## src/sv/sctr_pkg.sv

```systemverilog
package sctr_pkg;

    localparam int MAX_HARTS   = 8;
    localparam int HART_IDX_W  = (MAX_HARTS > 1) ? $clog2(MAX_HARTS) : 1;
    localparam int ACT_W       = 4;
    localparam int ADDR_W      = 13;
    localparam int DATA_W      = 64;
    localparam int HALF_W      = 32;
    localparam int PEND_W      = 8;
    localparam int PEND_VIS    = (MAX_HARTS < PEND_W) ? MAX_HARTS : PEND_W;
    localparam int SOFT_HART_W = ADDR_W - 3;   // address bits 11:2
    localparam int CMP_HART_W  = ADDR_W - 4;   // address bits 11:3

    localparam logic [ACT_W-1:0] ACT_RESET = ACT_W'(1);

    typedef enum logic [1:0] {
        REQ_READ  = 2'd0,
        REQ_WRITE = 2'd1,
        REQ_TICK  = 2'd2
    } t_req_type;

    typedef struct packed {
        logic                  op_read;
        logic                  op_write;
        logic                  op_tick;
        logic                  err;
        logic                  cmp_win;
        logic                  hi_half;
        logic                  big;
        logic [HART_IDX_W-1:0] hart;
        logic [MAX_HARTS-1:0]  served_mask;
    } t_dec;

endpackage

```

## src/sv/sctr_req_if.sv

```systemverilog
interface sctr_req_if;
    logic                                valid;
    logic                                ready;
    logic [1:0]                          req_type;
    logic [sctr_pkg::ADDR_W-1:0]         address;
    logic                                access_size_8;
    logic [sctr_pkg::DATA_W-1:0]         write_data;
    logic [sctr_pkg::DATA_W-1:0]         time_now;

    modport source (output valid, req_type, address, access_size_8, write_data, time_now,
                    input ready);
    modport sink (input valid, req_type, address, access_size_8, write_data, time_now,
                  output ready);
endinterface

```

## src/sv/sctr_rsp_if.sv

```systemverilog
interface sctr_rsp_if;
    logic                                valid;
    logic                                ready;
    logic [sctr_pkg::DATA_W-1:0]         read_data;
    logic                                access_error;
    logic [sctr_pkg::PEND_W-1:0]         soft_pending;
    logic [sctr_pkg::PEND_W-1:0]         timer_pending;

    modport source (output valid, read_data, access_error, soft_pending, timer_pending,
                    input ready);
    modport sink (input valid, read_data, access_error, soft_pending, timer_pending,
                  output ready);
endinterface

```

## src/sv/sctr_cfg_if.sv

```systemverilog
interface sctr_cfg_if;
    logic                         valid;
    logic                         ready;
    logic [sctr_pkg::ACT_W-1:0]   active_harts;

    modport source (output valid, active_harts, input ready);
    modport sink (input valid, active_harts, output ready);
endinterface

```

## src/sv/smode_clint_soft_and_timer_regs_unit.sv

```systemverilog
// A request is held in the input register while it is decoded and applied; its result
// is captured in the result register. Throughput: one request per cycle unless the
// output stalls (result held, not taken); the input register and the result register
// each hand on their content whenever the stage ahead is free or being emptied.
// Reset (synchronous, active low): both stages empty, soft and timer bits zero,
// compares all ones, time zero, active_harts one.
module smode_clint_soft_and_timer_regs_unit (
    input  logic        i_clk,
    input  logic        i_rst_n,
    sctr_req_if.sink    i_req,
    sctr_cfg_if.sink    i_cfg,
    sctr_rsp_if.source  o_rsp
);

    logic                           r_s1_valid;
    logic [1:0]                     r_s1_req_type;
    logic [sctr_pkg::ADDR_W-1:0]    r_s1_address;
    logic                           r_s1_size_8;
    logic [sctr_pkg::DATA_W-1:0]    r_s1_write_data;
    logic [sctr_pkg::DATA_W-1:0]    r_s1_time_now;

    logic                           r_out_valid;
    logic [sctr_pkg::DATA_W-1:0]    r_out_read_data;
    logic                           r_out_error;
    logic [sctr_pkg::PEND_W-1:0]    r_out_soft;
    logic [sctr_pkg::PEND_W-1:0]    r_out_timer;

    logic [sctr_pkg::ACT_W-1:0]     r_active_harts;

    sctr_pkg::t_dec                 dec;
    logic                           advance;
    logic                           in_take;
    logic [sctr_pkg::DATA_W-1:0]    core_read_data;
    logic [sctr_pkg::PEND_W-1:0]    core_soft;
    logic [sctr_pkg::PEND_W-1:0]    core_timer;

    assign advance     = r_s1_valid && (!r_out_valid || o_rsp.ready);
    assign i_req.ready = !r_s1_valid || advance;
    assign in_take     = i_req.valid && i_req.ready;
    assign i_cfg.ready = 1'b1;

    assign o_rsp.valid         = r_out_valid;
    assign o_rsp.read_data     = r_out_read_data;
    assign o_rsp.access_error  = r_out_error;
    assign o_rsp.soft_pending  = r_out_soft;
    assign o_rsp.timer_pending = r_out_timer;

    sctr_decode u_decode (
        .i_req_type      (r_s1_req_type),
        .i_address       (r_s1_address),
        .i_access_size_8 (r_s1_size_8),
        .i_active_harts  (r_active_harts),
        .o_dec           (dec)
    );

    sctr_core u_core (
        .i_clk        (i_clk),
        .i_rst_n      (i_rst_n),
        .i_fire       (advance),
        .i_dec        (dec),
        .i_write_data (r_s1_write_data),
        .i_time_now   (r_s1_time_now),
        .o_read_data  (core_read_data),
        .o_soft_pend  (core_soft),
        .o_timer_pend (core_timer)
    );

    always_ff @(posedge i_clk) begin
        if (!i_rst_n) begin
            r_s1_valid     <= 1'b0;
            r_out_valid    <= 1'b0;
            r_active_harts <= sctr_pkg::ACT_RESET;
        end else begin
            if (in_take) begin
                r_s1_valid <= 1'b1;
            end else if (advance) begin
                r_s1_valid <= 1'b0;
            end
            if (advance) begin
                r_out_valid <= 1'b1;
            end else if (o_rsp.ready) begin
                r_out_valid <= 1'b0;
            end
            if (i_cfg.valid && i_cfg.ready) begin
                r_active_harts <= i_cfg.active_harts;
            end
        end
    end

    always_ff @(posedge i_clk) begin
        if (in_take) begin
            r_s1_req_type   <= i_req.req_type;
            r_s1_address    <= i_req.address;
            r_s1_size_8     <= i_req.access_size_8;
            r_s1_write_data <= i_req.write_data;
            r_s1_time_now   <= i_req.time_now;
        end
        if (advance) begin
            r_out_read_data <= core_read_data;
            r_out_error     <= dec.err;
            r_out_soft      <= core_soft;
            r_out_timer     <= core_timer;
        end
    end

endmodule

```

## src/sv/sctr_decode.sv

```systemverilog
module sctr_decode (
    input  logic [1:0]                   i_req_type,
    input  logic [sctr_pkg::ADDR_W-1:0]  i_address,
    input  logic                         i_access_size_8,
    input  logic [sctr_pkg::ACT_W-1:0]   i_active_harts,
    output sctr_pkg::t_dec               o_dec
);

    logic [sctr_pkg::ACT_W-1:0]       served;
    logic [sctr_pkg::SOFT_HART_W-1:0] soft_hart;
    logic [sctr_pkg::CMP_HART_W-1:0]  cmp_hart;
    logic                             cmp_win;
    logic                             hart_bad;
    logic                             align_bad;

    always_comb begin
        if (32'(i_active_harts) > sctr_pkg::MAX_HARTS) begin
            served = sctr_pkg::ACT_W'(sctr_pkg::MAX_HARTS);
        end else begin
            served = i_active_harts;
        end

        // Bit 12 selects the compare window; the soft window sits below it.
        cmp_win   = i_address[sctr_pkg::ADDR_W-1];
        soft_hart = i_address[sctr_pkg::ADDR_W-2:2];
        cmp_hart  = i_address[sctr_pkg::ADDR_W-2:3];

        if (cmp_win) begin
            hart_bad  = 32'(cmp_hart) >= 32'(served);
            align_bad = (i_address[1:0] != 2'd0) || (i_address[2] && i_access_size_8);
        end else begin
            hart_bad  = 32'(soft_hart) >= 32'(served);
            align_bad = i_address[1:0] != 2'd0;
        end

        o_dec          = '0;
        o_dec.cmp_win  = cmp_win;
        o_dec.hi_half  = i_address[2];
        o_dec.big      = i_access_size_8;
        o_dec.hart     = cmp_win ? cmp_hart[sctr_pkg::HART_IDX_W-1:0]
                                 : soft_hart[sctr_pkg::HART_IDX_W-1:0];
        for (int h = 0; h < sctr_pkg::MAX_HARTS; h++) begin
            o_dec.served_mask[h] = 32'(h) < 32'(served);
        end

        case (sctr_pkg::t_req_type'(i_req_type))
            sctr_pkg::REQ_TICK: begin
                o_dec.op_tick = 1'b1;
            end
            sctr_pkg::REQ_READ: begin
                o_dec.err     = hart_bad || align_bad;
                o_dec.op_read = !(hart_bad || align_bad);
            end
            sctr_pkg::REQ_WRITE: begin
                o_dec.err      = hart_bad || align_bad;
                o_dec.op_write = !(hart_bad || align_bad);
            end
            default: begin
                o_dec.err = 1'b1;
            end
        endcase
    end

endmodule

```

## src/sv/sctr_core.sv

```systemverilog
module sctr_core (
    input  logic                          i_clk,
    input  logic                          i_rst_n,
    input  logic                          i_fire,
    input  sctr_pkg::t_dec                i_dec,
    input  logic [sctr_pkg::DATA_W-1:0]   i_write_data,
    input  logic [sctr_pkg::DATA_W-1:0]   i_time_now,
    output logic [sctr_pkg::DATA_W-1:0]   o_read_data,
    output logic [sctr_pkg::PEND_W-1:0]   o_soft_pend,
    output logic [sctr_pkg::PEND_W-1:0]   o_timer_pend
);

    logic [sctr_pkg::MAX_HARTS-1:0]  r_soft;
    logic [sctr_pkg::MAX_HARTS-1:0]  n_soft;
    logic [sctr_pkg::MAX_HARTS-1:0]  r_timer;
    logic [sctr_pkg::MAX_HARTS-1:0]  n_timer;
    logic [sctr_pkg::DATA_W-1:0]     r_cmp [sctr_pkg::MAX_HARTS];
    logic [sctr_pkg::DATA_W-1:0]     n_cmp [sctr_pkg::MAX_HARTS];
    logic [sctr_pkg::DATA_W-1:0]     r_time;
    logic [sctr_pkg::DATA_W-1:0]     n_time;
    logic [sctr_pkg::DATA_W-1:0]     cur_cmp;
    logic [sctr_pkg::DATA_W-1:0]     new_cmp;

    always_comb begin
        n_soft  = r_soft;
        n_timer = r_timer;
        n_cmp   = r_cmp;
        n_time  = r_time;
        cur_cmp = r_cmp[i_dec.hart];

        if (i_dec.big) begin
            new_cmp = i_write_data;
        end else if (i_dec.hi_half) begin
            new_cmp = {i_write_data[sctr_pkg::HALF_W-1:0], cur_cmp[sctr_pkg::HALF_W-1:0]};
        end else begin
            new_cmp = {cur_cmp[sctr_pkg::DATA_W-1:sctr_pkg::HALF_W],
                       i_write_data[sctr_pkg::HALF_W-1:0]};
        end

        o_read_data = '0;
        if (i_dec.op_read) begin
            if (!i_dec.cmp_win) begin
                o_read_data = {{(sctr_pkg::DATA_W-1){1'b0}}, r_soft[i_dec.hart]};
            end else if (i_dec.hi_half) begin
                o_read_data = {{sctr_pkg::HALF_W{1'b0}},
                               cur_cmp[sctr_pkg::DATA_W-1:sctr_pkg::HALF_W]};
            end else if (i_dec.big) begin
                o_read_data = cur_cmp;
            end else begin
                o_read_data = {{sctr_pkg::HALF_W{1'b0}}, cur_cmp[sctr_pkg::HALF_W-1:0]};
            end
        end

        if (i_fire) begin
            if (i_dec.op_tick) begin
                // Every served hart compares against the new time in parallel.
                n_time = i_time_now;
                for (int h = 0; h < sctr_pkg::MAX_HARTS; h++) begin
                    if (i_dec.served_mask[h]) begin
                        n_timer[h] = i_time_now >= r_cmp[h];
                    end
                end
            end else if (i_dec.op_write) begin
                if (i_dec.cmp_win) begin
                    n_cmp[i_dec.hart]   = new_cmp;
                    n_timer[i_dec.hart] = r_time >= new_cmp;
                end else begin
                    n_soft[i_dec.hart] = i_write_data[0];
                end
            end
        end

        o_soft_pend  = '0;
        o_timer_pend = '0;
        for (int i = 0; i < sctr_pkg::PEND_VIS; i++) begin
            o_soft_pend[i]  = n_soft[i];
            o_timer_pend[i] = n_timer[i];
        end
    end

    always_ff @(posedge i_clk) begin
        if (!i_rst_n) begin
            r_soft  <= '0;
            r_timer <= '0;
            r_time  <= '0;
            for (int h = 0; h < sctr_pkg::MAX_HARTS; h++) begin
                r_cmp[h] <= '1;
            end
        end else begin
            r_soft  <= n_soft;
            r_timer <= n_timer;
            r_time  <= n_time;
            r_cmp   <= n_cmp;
        end
    end

endmodule

```

## src/flat_wrapper.sv

```systemverilog
// flat-port wrapper written by rule: the top's interface ports become plain ports
module smode_clint_soft_and_timer_regs_unit_flat 
  (i_clk, i_rst_n, i_req_valid, i_req_req_type, i_req_address, i_req_access_size_8, i_req_write_data, i_req_time_now, i_req_ready, i_cfg_valid, i_cfg_active_harts, i_cfg_ready, o_rsp_valid, o_rsp_read_data, o_rsp_access_error, o_rsp_soft_pending, o_rsp_timer_pending, o_rsp_ready);
  sctr_req_if i_req_i ();
  sctr_cfg_if i_cfg_i ();
  sctr_rsp_if o_rsp_i ();
  input  logic i_clk;
  input  logic i_rst_n;
  input wire logic [$bits(i_req_i.valid)-1:0] i_req_valid;
  input wire logic [$bits(i_req_i.req_type)-1:0] i_req_req_type;
  input wire logic [$bits(i_req_i.address)-1:0] i_req_address;
  input wire logic [$bits(i_req_i.access_size_8)-1:0] i_req_access_size_8;
  input wire logic [$bits(i_req_i.write_data)-1:0] i_req_write_data;
  input wire logic [$bits(i_req_i.time_now)-1:0] i_req_time_now;
  output wire logic [$bits(i_req_i.ready)-1:0] i_req_ready;
  input wire logic [$bits(i_cfg_i.valid)-1:0] i_cfg_valid;
  input wire logic [$bits(i_cfg_i.active_harts)-1:0] i_cfg_active_harts;
  output wire logic [$bits(i_cfg_i.ready)-1:0] i_cfg_ready;
  output wire logic [$bits(o_rsp_i.valid)-1:0] o_rsp_valid;
  output wire logic [$bits(o_rsp_i.read_data)-1:0] o_rsp_read_data;
  output wire logic [$bits(o_rsp_i.access_error)-1:0] o_rsp_access_error;
  output wire logic [$bits(o_rsp_i.soft_pending)-1:0] o_rsp_soft_pending;
  output wire logic [$bits(o_rsp_i.timer_pending)-1:0] o_rsp_timer_pending;
  input wire logic [$bits(o_rsp_i.ready)-1:0] o_rsp_ready;
  assign i_req_i.valid = i_req_valid;
  assign i_req_i.req_type = i_req_req_type;
  assign i_req_i.address = i_req_address;
  assign i_req_i.access_size_8 = i_req_access_size_8;
  assign i_req_i.write_data = i_req_write_data;
  assign i_req_i.time_now = i_req_time_now;
  assign i_req_ready = i_req_i.ready;
  assign i_cfg_i.valid = i_cfg_valid;
  assign i_cfg_i.active_harts = i_cfg_active_harts;
  assign i_cfg_ready = i_cfg_i.ready;
  assign o_rsp_valid = o_rsp_i.valid;
  assign o_rsp_read_data = o_rsp_i.read_data;
  assign o_rsp_access_error = o_rsp_i.access_error;
  assign o_rsp_soft_pending = o_rsp_i.soft_pending;
  assign o_rsp_timer_pending = o_rsp_i.timer_pending;
  assign o_rsp_i.ready = o_rsp_ready;
  smode_clint_soft_and_timer_regs_unit u_core (.i_clk(i_clk), .i_rst_n(i_rst_n), .i_req(i_req_i), .i_cfg(i_cfg_i), .o_rsp(o_rsp_i));
endmodule
```

## config.mk

```make
export PLATFORM = sky130hd
export DESIGN_NAME = smode_clint_soft_and_timer_regs_unit_flat
export DESIGN_NICKNAME = d
export VERILOG_FILES = /design/src/sv/sctr_pkg.sv /design/src/sv/sctr_req_if.sv /design/src/sv/sctr_rsp_if.sv /design/src/sv/sctr_cfg_if.sv /design/src/sv/smode_clint_soft_and_timer_regs_unit.sv /design/src/sv/sctr_decode.sv /design/src/sv/sctr_core.sv /design/src/flat_wrapper.sv
export SDC_FILE = /design/constraint.sdc
export NUM_CORES = 2
export LEC_CHECK = 0
export ABC_CLOCK_PERIOD_IN_PS = 9900
export BUFFER_PORTS_ARGS = -buffer_cell sky130_fd_sc_hd__buf_2
export CAP_MARGIN = 30
export CELL_PAD_IN_SITES_DETAIL_PLACEMENT = 1
export CELL_PAD_IN_SITES_GLOBAL_PLACEMENT = 2
export CORE_ASPECT_RATIO = 0.7
export CORE_MARGIN = 3
export CORE_UTILIZATION = 39
export DETAILED_ROUTE_END_ITERATION = 8
export PLACE_DENSITY = 0.9
export SLEW_MARGIN = 40
export SYNTH_ARGS = -nofsm -noshare
export SYNTH_HDL_FRONTEND = slang
export SYNTH_HIERARCHICAL = 1
export SYNTH_SLANG_ARGS = --single-unit
```

## constraint.sdc

```tcl
create_clock -name i_clk -period 9.9 [get_ports i_clk]
set_input_delay 0.495 -clock i_clk [delete_from_list [all_inputs] [get_ports i_clk]]
set_output_delay 0.495 -clock i_clk [all_outputs]
set_load 0.01 [all_outputs]
```

After elaboration in Yosys (flattened, before gate mapping)
Cells that the tools add are included.
- memory bits (writable): 0
- input port bits: 153
- latch bits: 0
- register bits after elaboration: 823
- bits in read-only memories: 0
- memories kept: 0
- divide/modulo/power cells: 0
- muxes and demuxes: 44
- $add $sub $neg: 0
- order comparisons: 24
- shifts and indexed selects: 0
- reduce and logical (&&, ||, !) cells: 21
- equal/unequal tests: 2
- $mul: 0
- bitwise logic cells: 5
- operators with widths (kind ; count):
    $ge 64x64->1 ; 9
    $bwmux 512 ; 1
    $mux 64 ; 5
    $bmux 64 s3 ; 1
    $demux 64 s3 ; 1
    $mux 8 ; 8
    $mux 32 ; 1
    $mux 1 ; 20
    $bwmux 8 ; 2
    $lt 3x4->1 const A ; 4
    $ge 10x4->1 ; 1
    $ge 9x4->1 ; 1
    $lt 1x4->1 const A ; 2
    $lt 2x4->1 const A ; 2
    $reduce_bool 2->1 ; 3
    $logic_and 1x1->1 ; 5
    $ge 4x4->1 const B ; 1
    $gt 4x4->1 const B ; 1
    $logic_or 1x1->1 ; 4
    $lt 3x4->1 const B ; 1
    $lt 4x1->1 const B ; 1
    $mux 4 ; 1
    $not 1->1 ; 4
    $not 3->4 ; 1
    13 further kinds ; 16

Logic depth before layout (Yosys ltp)
- word-level depth: 13
- gate-level depth with buffers: 20
- mapped depth without buffers: 17

By module
The synthesis kept the hierarchy.
- modules (own cells, without submodules) (module ; cells each ; area each (µm²) ; instances):
    sctr_core ; 4719 ; 38085.3 ; 1
    smode_clint_soft_and_timer_regs_unit ; 249 ; 7025.5 ; 1
    sctr_decode ; 47 ; 335.3 ; 1

Worst setup path after synthesis
Ideal clock, no wire load.
- path type: in2reg
- start: input o_rsp_ready
- end: register u_core/r_s1_address[0] (netlist bit), enable pin
- required time: 9.205 ns
- slack: 1.719 ns
- arrival time: 7.485 ns
- buffers on the path: 0
- setup time: 0.695 ns
- stages: 2
- path through: nor2b_4 > a21oi_1
- longest elaborated chain between the ends: 4
- ends and longest elaborated chain (item ; line ; source):
    start: declaration ; flat_wrapper.sv:24 ; input wire logic [$bits(o_rsp_i.ready)-1:0] o_rsp_ready;
    $logic_or 1x1->1 ; smode_clint_soft_and_timer_regs_unit.sv:37 ; assign advance = r_s1_valid && (!r_out_valid || o_rsp.ready);
    $logic_and 1x1->1 ; smode_clint_soft_and_timer_regs_unit.sv:37 ;
    $logic_or 1x1->1 ; smode_clint_soft_and_timer_regs_unit.sv:38 ; assign i_req.ready = !r_s1_valid || advance;
    $logic_and 1x1->1 ; smode_clint_soft_and_timer_regs_unit.sv:39 ; assign in_take = i_req.valid && i_req.ready;
    net u_core.in_take ; smode_clint_soft_and_timer_regs_unit.sv:32 ; logic in_take;
    end signal: assignment ; smode_clint_soft_and_timer_regs_unit.sv:93 ; r_s1_address <= i_req.address;
    end: declaration ; smode_clint_soft_and_timer_regs_unit.sv:17 ; logic [sctr_pkg::ADDR_W-1:0] r_s1_address;
The timed path passes the listed nets, and every way through them passes these cells.
A chain may end at the register's enable or synchronous reset.

==> run summary <==
Final setup viols = 0
unrepaired setup endpoints after global routing = false
critical path required time = 10.35 ns
FF/Latch Area = 18700 sq um
GRT Total Usage = 33.9%
Via density = 6.28
Worst setup SP type = register
CTS tree = built
worst r2r path cells = 17
overall power = 8080 uW
CP Data Arrival Time = 7.38 ns
number of global-route vias before repair = 41900
flop2flop setup slack = 2.97 ns
DRC viols = 0
Final Wtd Congestion = 0.998
Tcrit/Tclk final = 70.0%
die area = 121000 sq um
clock share of power = 43.3%
Max Cap Violations = 0
Worst Hold Depth = 1
drt total wl = 212000 microns
Synth Area per Inst = 9.06 sq um
async set-reset flop share out of synthesis = 0%
Mapped Nets = 5750
mux cell area share after synthesis = 1.07%
Num CTS Buffers = 87
status = completed
Synthesis Warnings = 6
worst reg2reg path endpoint = u_core/o_rsp.timer_pending[6]
initial antenna violation count = 17
fmax = 144 MHz
Detailed Route Iter0 Violations = 5533
sequential power share = 45.1%
CTS H-Tree Depth = 3
reg-to-reg startpoint = u_core/r_s1_address[12]
worst-case clock buffer depth = 3
critical path class = register to register
worst min path class = input port to register
number of synthesized flops with an enable pin = 225
Max Slew Vio Count = 0
1st-pass router iterations = 5
Fillers = 13300
TNS Setup = 0 ns
clock-pin slew on the worst setup and hold paths = 0.07 ns
post-layout min period = 6.93 ns
IO Count = 237
worst slack at placement = 3.42 ns
Hold Slack = 0.0392 ns
post-synthesis register bit count = 823
Crit. End Element = register
hold path startpoint = i_req_address[4]
largest net degree at the start of global routing = 119
Switching Share = 28.3%
final worst slack = 2.97 ns
post-DP HPWL = 153000 microns
PwrDens = 153 nW/um^2
grt ovf = 0
post-synthesis compound-gate area fraction = 21.7%
area share of xor/xnor cells in the synthesized design = 0%
Routed Antenna Nets = 0
mapped cell area = 45400 sq um
postcts setup bufs = 0
combinational power share = 11.7%
Die Wd = 414 microns
count of cell types in the netlist = 77
placed cell areas = 48500 sq um
internal power = 5790 uW
post-synthesis sequential area ratio = 41.2%
worst-path maximum fanout = 39
adder-cell share of the synthesized area = 16.0%
area occupied by multi-input gates = 24000 sq um
first-pass GRT wire length = 303000 microns
layout cell share with drive strength beyond 1 = 10.6%
initial core utilization = 39.4%
combinational family with the most area after synthesis = compound AO/OA/AOI/OAI gates
Post-Syn Instances = 5015
Simple-Gate Fraction of Synth Area = 13.1%
Worst Clk Skew = 0.0316 ns
clock latency on the worst-skew pair = 0.70 ns
Nets = 6000
worst vdd ir = 0.000118 V
design area = 52900 sq um
Slew headroom = 33.3%
port bufs = 235
Fin. Hold Viols = 0
top_reg_cell synth = dfxtp_1
num rows = 104
TritonCTS Sinks = 823
worst hold endpoint = u_core/r_s1_address[4]
total number of vias = 43300
sw power = 2290 uW
WL/cell = 30.7 microns
Slew @ Worst Pin = 0.995 ns
DIE HEIGHT = 292 microns
CTS Root Cell = clkbuf_16
Lkg Pwr = 0.0289 uW
Core Box Area = 115000 sq um
area delta synth->final = 16.4%
layout make-up:
| cell class | count | share of cell area (%) |
|---|---|---|
| multi-input combinational | 3375 | 45.4 |
| clock buffer | 126 | 4.72 |
| timing repair buffer | 456 | 6.25 |
| inverter | 522 | 3.71 |
| clock inverter | 37 | 0.795 |
| antenna | 9 | 0.0426 |
| sequential | 823 | 35.4 |
| tap | 1537 | 3.64 |
power groups by stage:
stage / Combinational, uW / Sequential [uW] / Clock (uW)
after floorplan: 466 / 3650 / 0
final: 941 / 3640 / 3490
after detailed placement: 844 / 3710 / 0
after CTS: 896 / 3640 / 3510
after global routing: 991 / 3640 / 3670
after global placement: 802 / 3710 / 0
worst max path at each step:
stage	to	slack, ns	startpoint	cells after the start
3_5_place_dp	u_core/o_rsp.timer_pending[6]	3.42	u_core/r_s1_address[12]	16
3_3_place_gp	u_core/o_rsp.timer_pending[6]	3.36	u_core/r_s1_address[12]	16
5_1_grt	u_core/o_rsp.timer_pending[6]	3.01	u_core/r_s1_address[12]	17
6_report	u_core/o_rsp.timer_pending[6]	2.97	u_core/r_s1_address[12]	17
2_1_floorplan	u_core/r_s1_address[0]	1.72	o_rsp_ready	2
4_1_cts	u_core/o_rsp.timer_pending[6]	3.43	u_core/r_s1_address[12]	16
timing repair:
action,4_1_cts,5_1_grt
endpoints found under the hold margin,137,0
hold buffers,137,0
gates resized for setup,0,0
routing by layer:
metal  global-route usage, %  vias to the layer above  share of wire [%]
li1                        -                    18800                  -
met1                    47.1                    21500                 42
met2                    47.7                     2396                 40
met3                    9.15                      534                 11
met4                    18.5                       16                6.3
met5                       0                        -              0.054
synth_stat cells (10+ instances only):
| cell | number | share of area (%) |
|---|---|---|
| ha_1 | 582 | 16 |
| a211o_1 | 10 | 0.19 |
| nand4_1 | 126 | 1.7 |
| nor3_1 | 22 | 0.24 |
| clkbuf_1 | 254 | 2.1 |
| and3_1 | 38 | 0.52 |
| and4_1 | 16 | 0.31 |
| a21oi_1 | 295 | 3.2 |
| a22o_1 | 36 | 0.69 |
| mux2_2 | 11 | 0.27 |
| a22oi_1 | 197 | 3.3 |
| a21o_1 | 63 | 1.0 |
| buf_2 | 18 | 0.20 |
| a2111oi_0 | 14 | 0.27 |
| o211ai_1 | 523 | 8.6 |
| mux2i_1 | 36 | 0.79 |
| nand2b_1 | 12 | 0.17 |
| a221oi_1 | 42 | 0.81 |
| nor2_1 | 161 | 1.3 |
| edfxtp_1 | 225 | 15 |
| dfxtp_1 | 598 | 26 |
| buf_1 | 16 | 0.13 |
| nand3_1 | 65 | 0.72 |
| inv_1 | 522 | 4.3 |
| nor4_1 | 22 | 0.30 |
| o21ai_0 | 82 | 0.90 |
| nor2b_1 | 17 | 0.23 |
| nand2_1 | 802 | 6.6 |
| and2_1 | 18 | 0.25 |
| a211oi_1 | 83 | 1.4 |
metrics by stage:
stage	utilization (%)	cells
6_report	45.9	6885
5_1_grt	45.9	6877
4_1_cts	45.8	6873
3_5_place_dp	42.0	6573
3_3_place_gp	41.8	6571
2_1_floorplan	-	5015
sequential cells by signal, summed over array words and instances, names as in the netlist, 13 cells and up:
register and cells:
u_core/u_core/r_cmp 512, u_core/o_rsp.read_data 64, u_core/r_s1_time_now 64, u_core/r_s1_write_data 64
u_core/u_core/r_time 64, u_core/r_s1_address 13
critical path, stage by stage (launching register included):
cell	delay, ns
edfxtp_1	0.75
mux2_2	0.54
and3b_4	0.73
buf_4	0.75
a22o_1	0.24
a221oi_1	0.05
and3_1	0.21
a211oi_1	0.23
a21oi_1	0.19
ha_1	0.39
a21oi_1	0.17
nor2_1	0.05
a211oi_1	0.71
o21ai_0	0.26
a211oi_1	0.60
o211a_1	0.44
nor2_1	0.09
or2_1	0.25
cells by family (layout without fill, tap and decap cells):
group                      Yosys count  in the layout
DFF                                823            823
buffers and inverters              817           1141
muxes                               47             47
and+or+nand+nor                   1334           1334
adders and majority gates          582            582
other                                1             10
AOI/OAI and AO/OA                 1411           1411
placed cells by master, fill, tap and decap left out, drive strengths merged, types with 38 or more instances in the layout:
cell type    Yosys  layout
a211oi          83      83
clkbuf         254     126
buf             41     319
a22oi          197     197
nor2           161     161
o211ai         523     523
dfxtp          598     598
a221oi          42      42
inv            522     526
o21ai           84      84
nand2          803     803
nand4          126     126
dlygate4sd3      0     137
a21oi          302     302
ha             582     582
and3            38      38
edfxtp         225     225
a21o            63      63
nand3           65      65
Power figures use the tool's default switching activity.
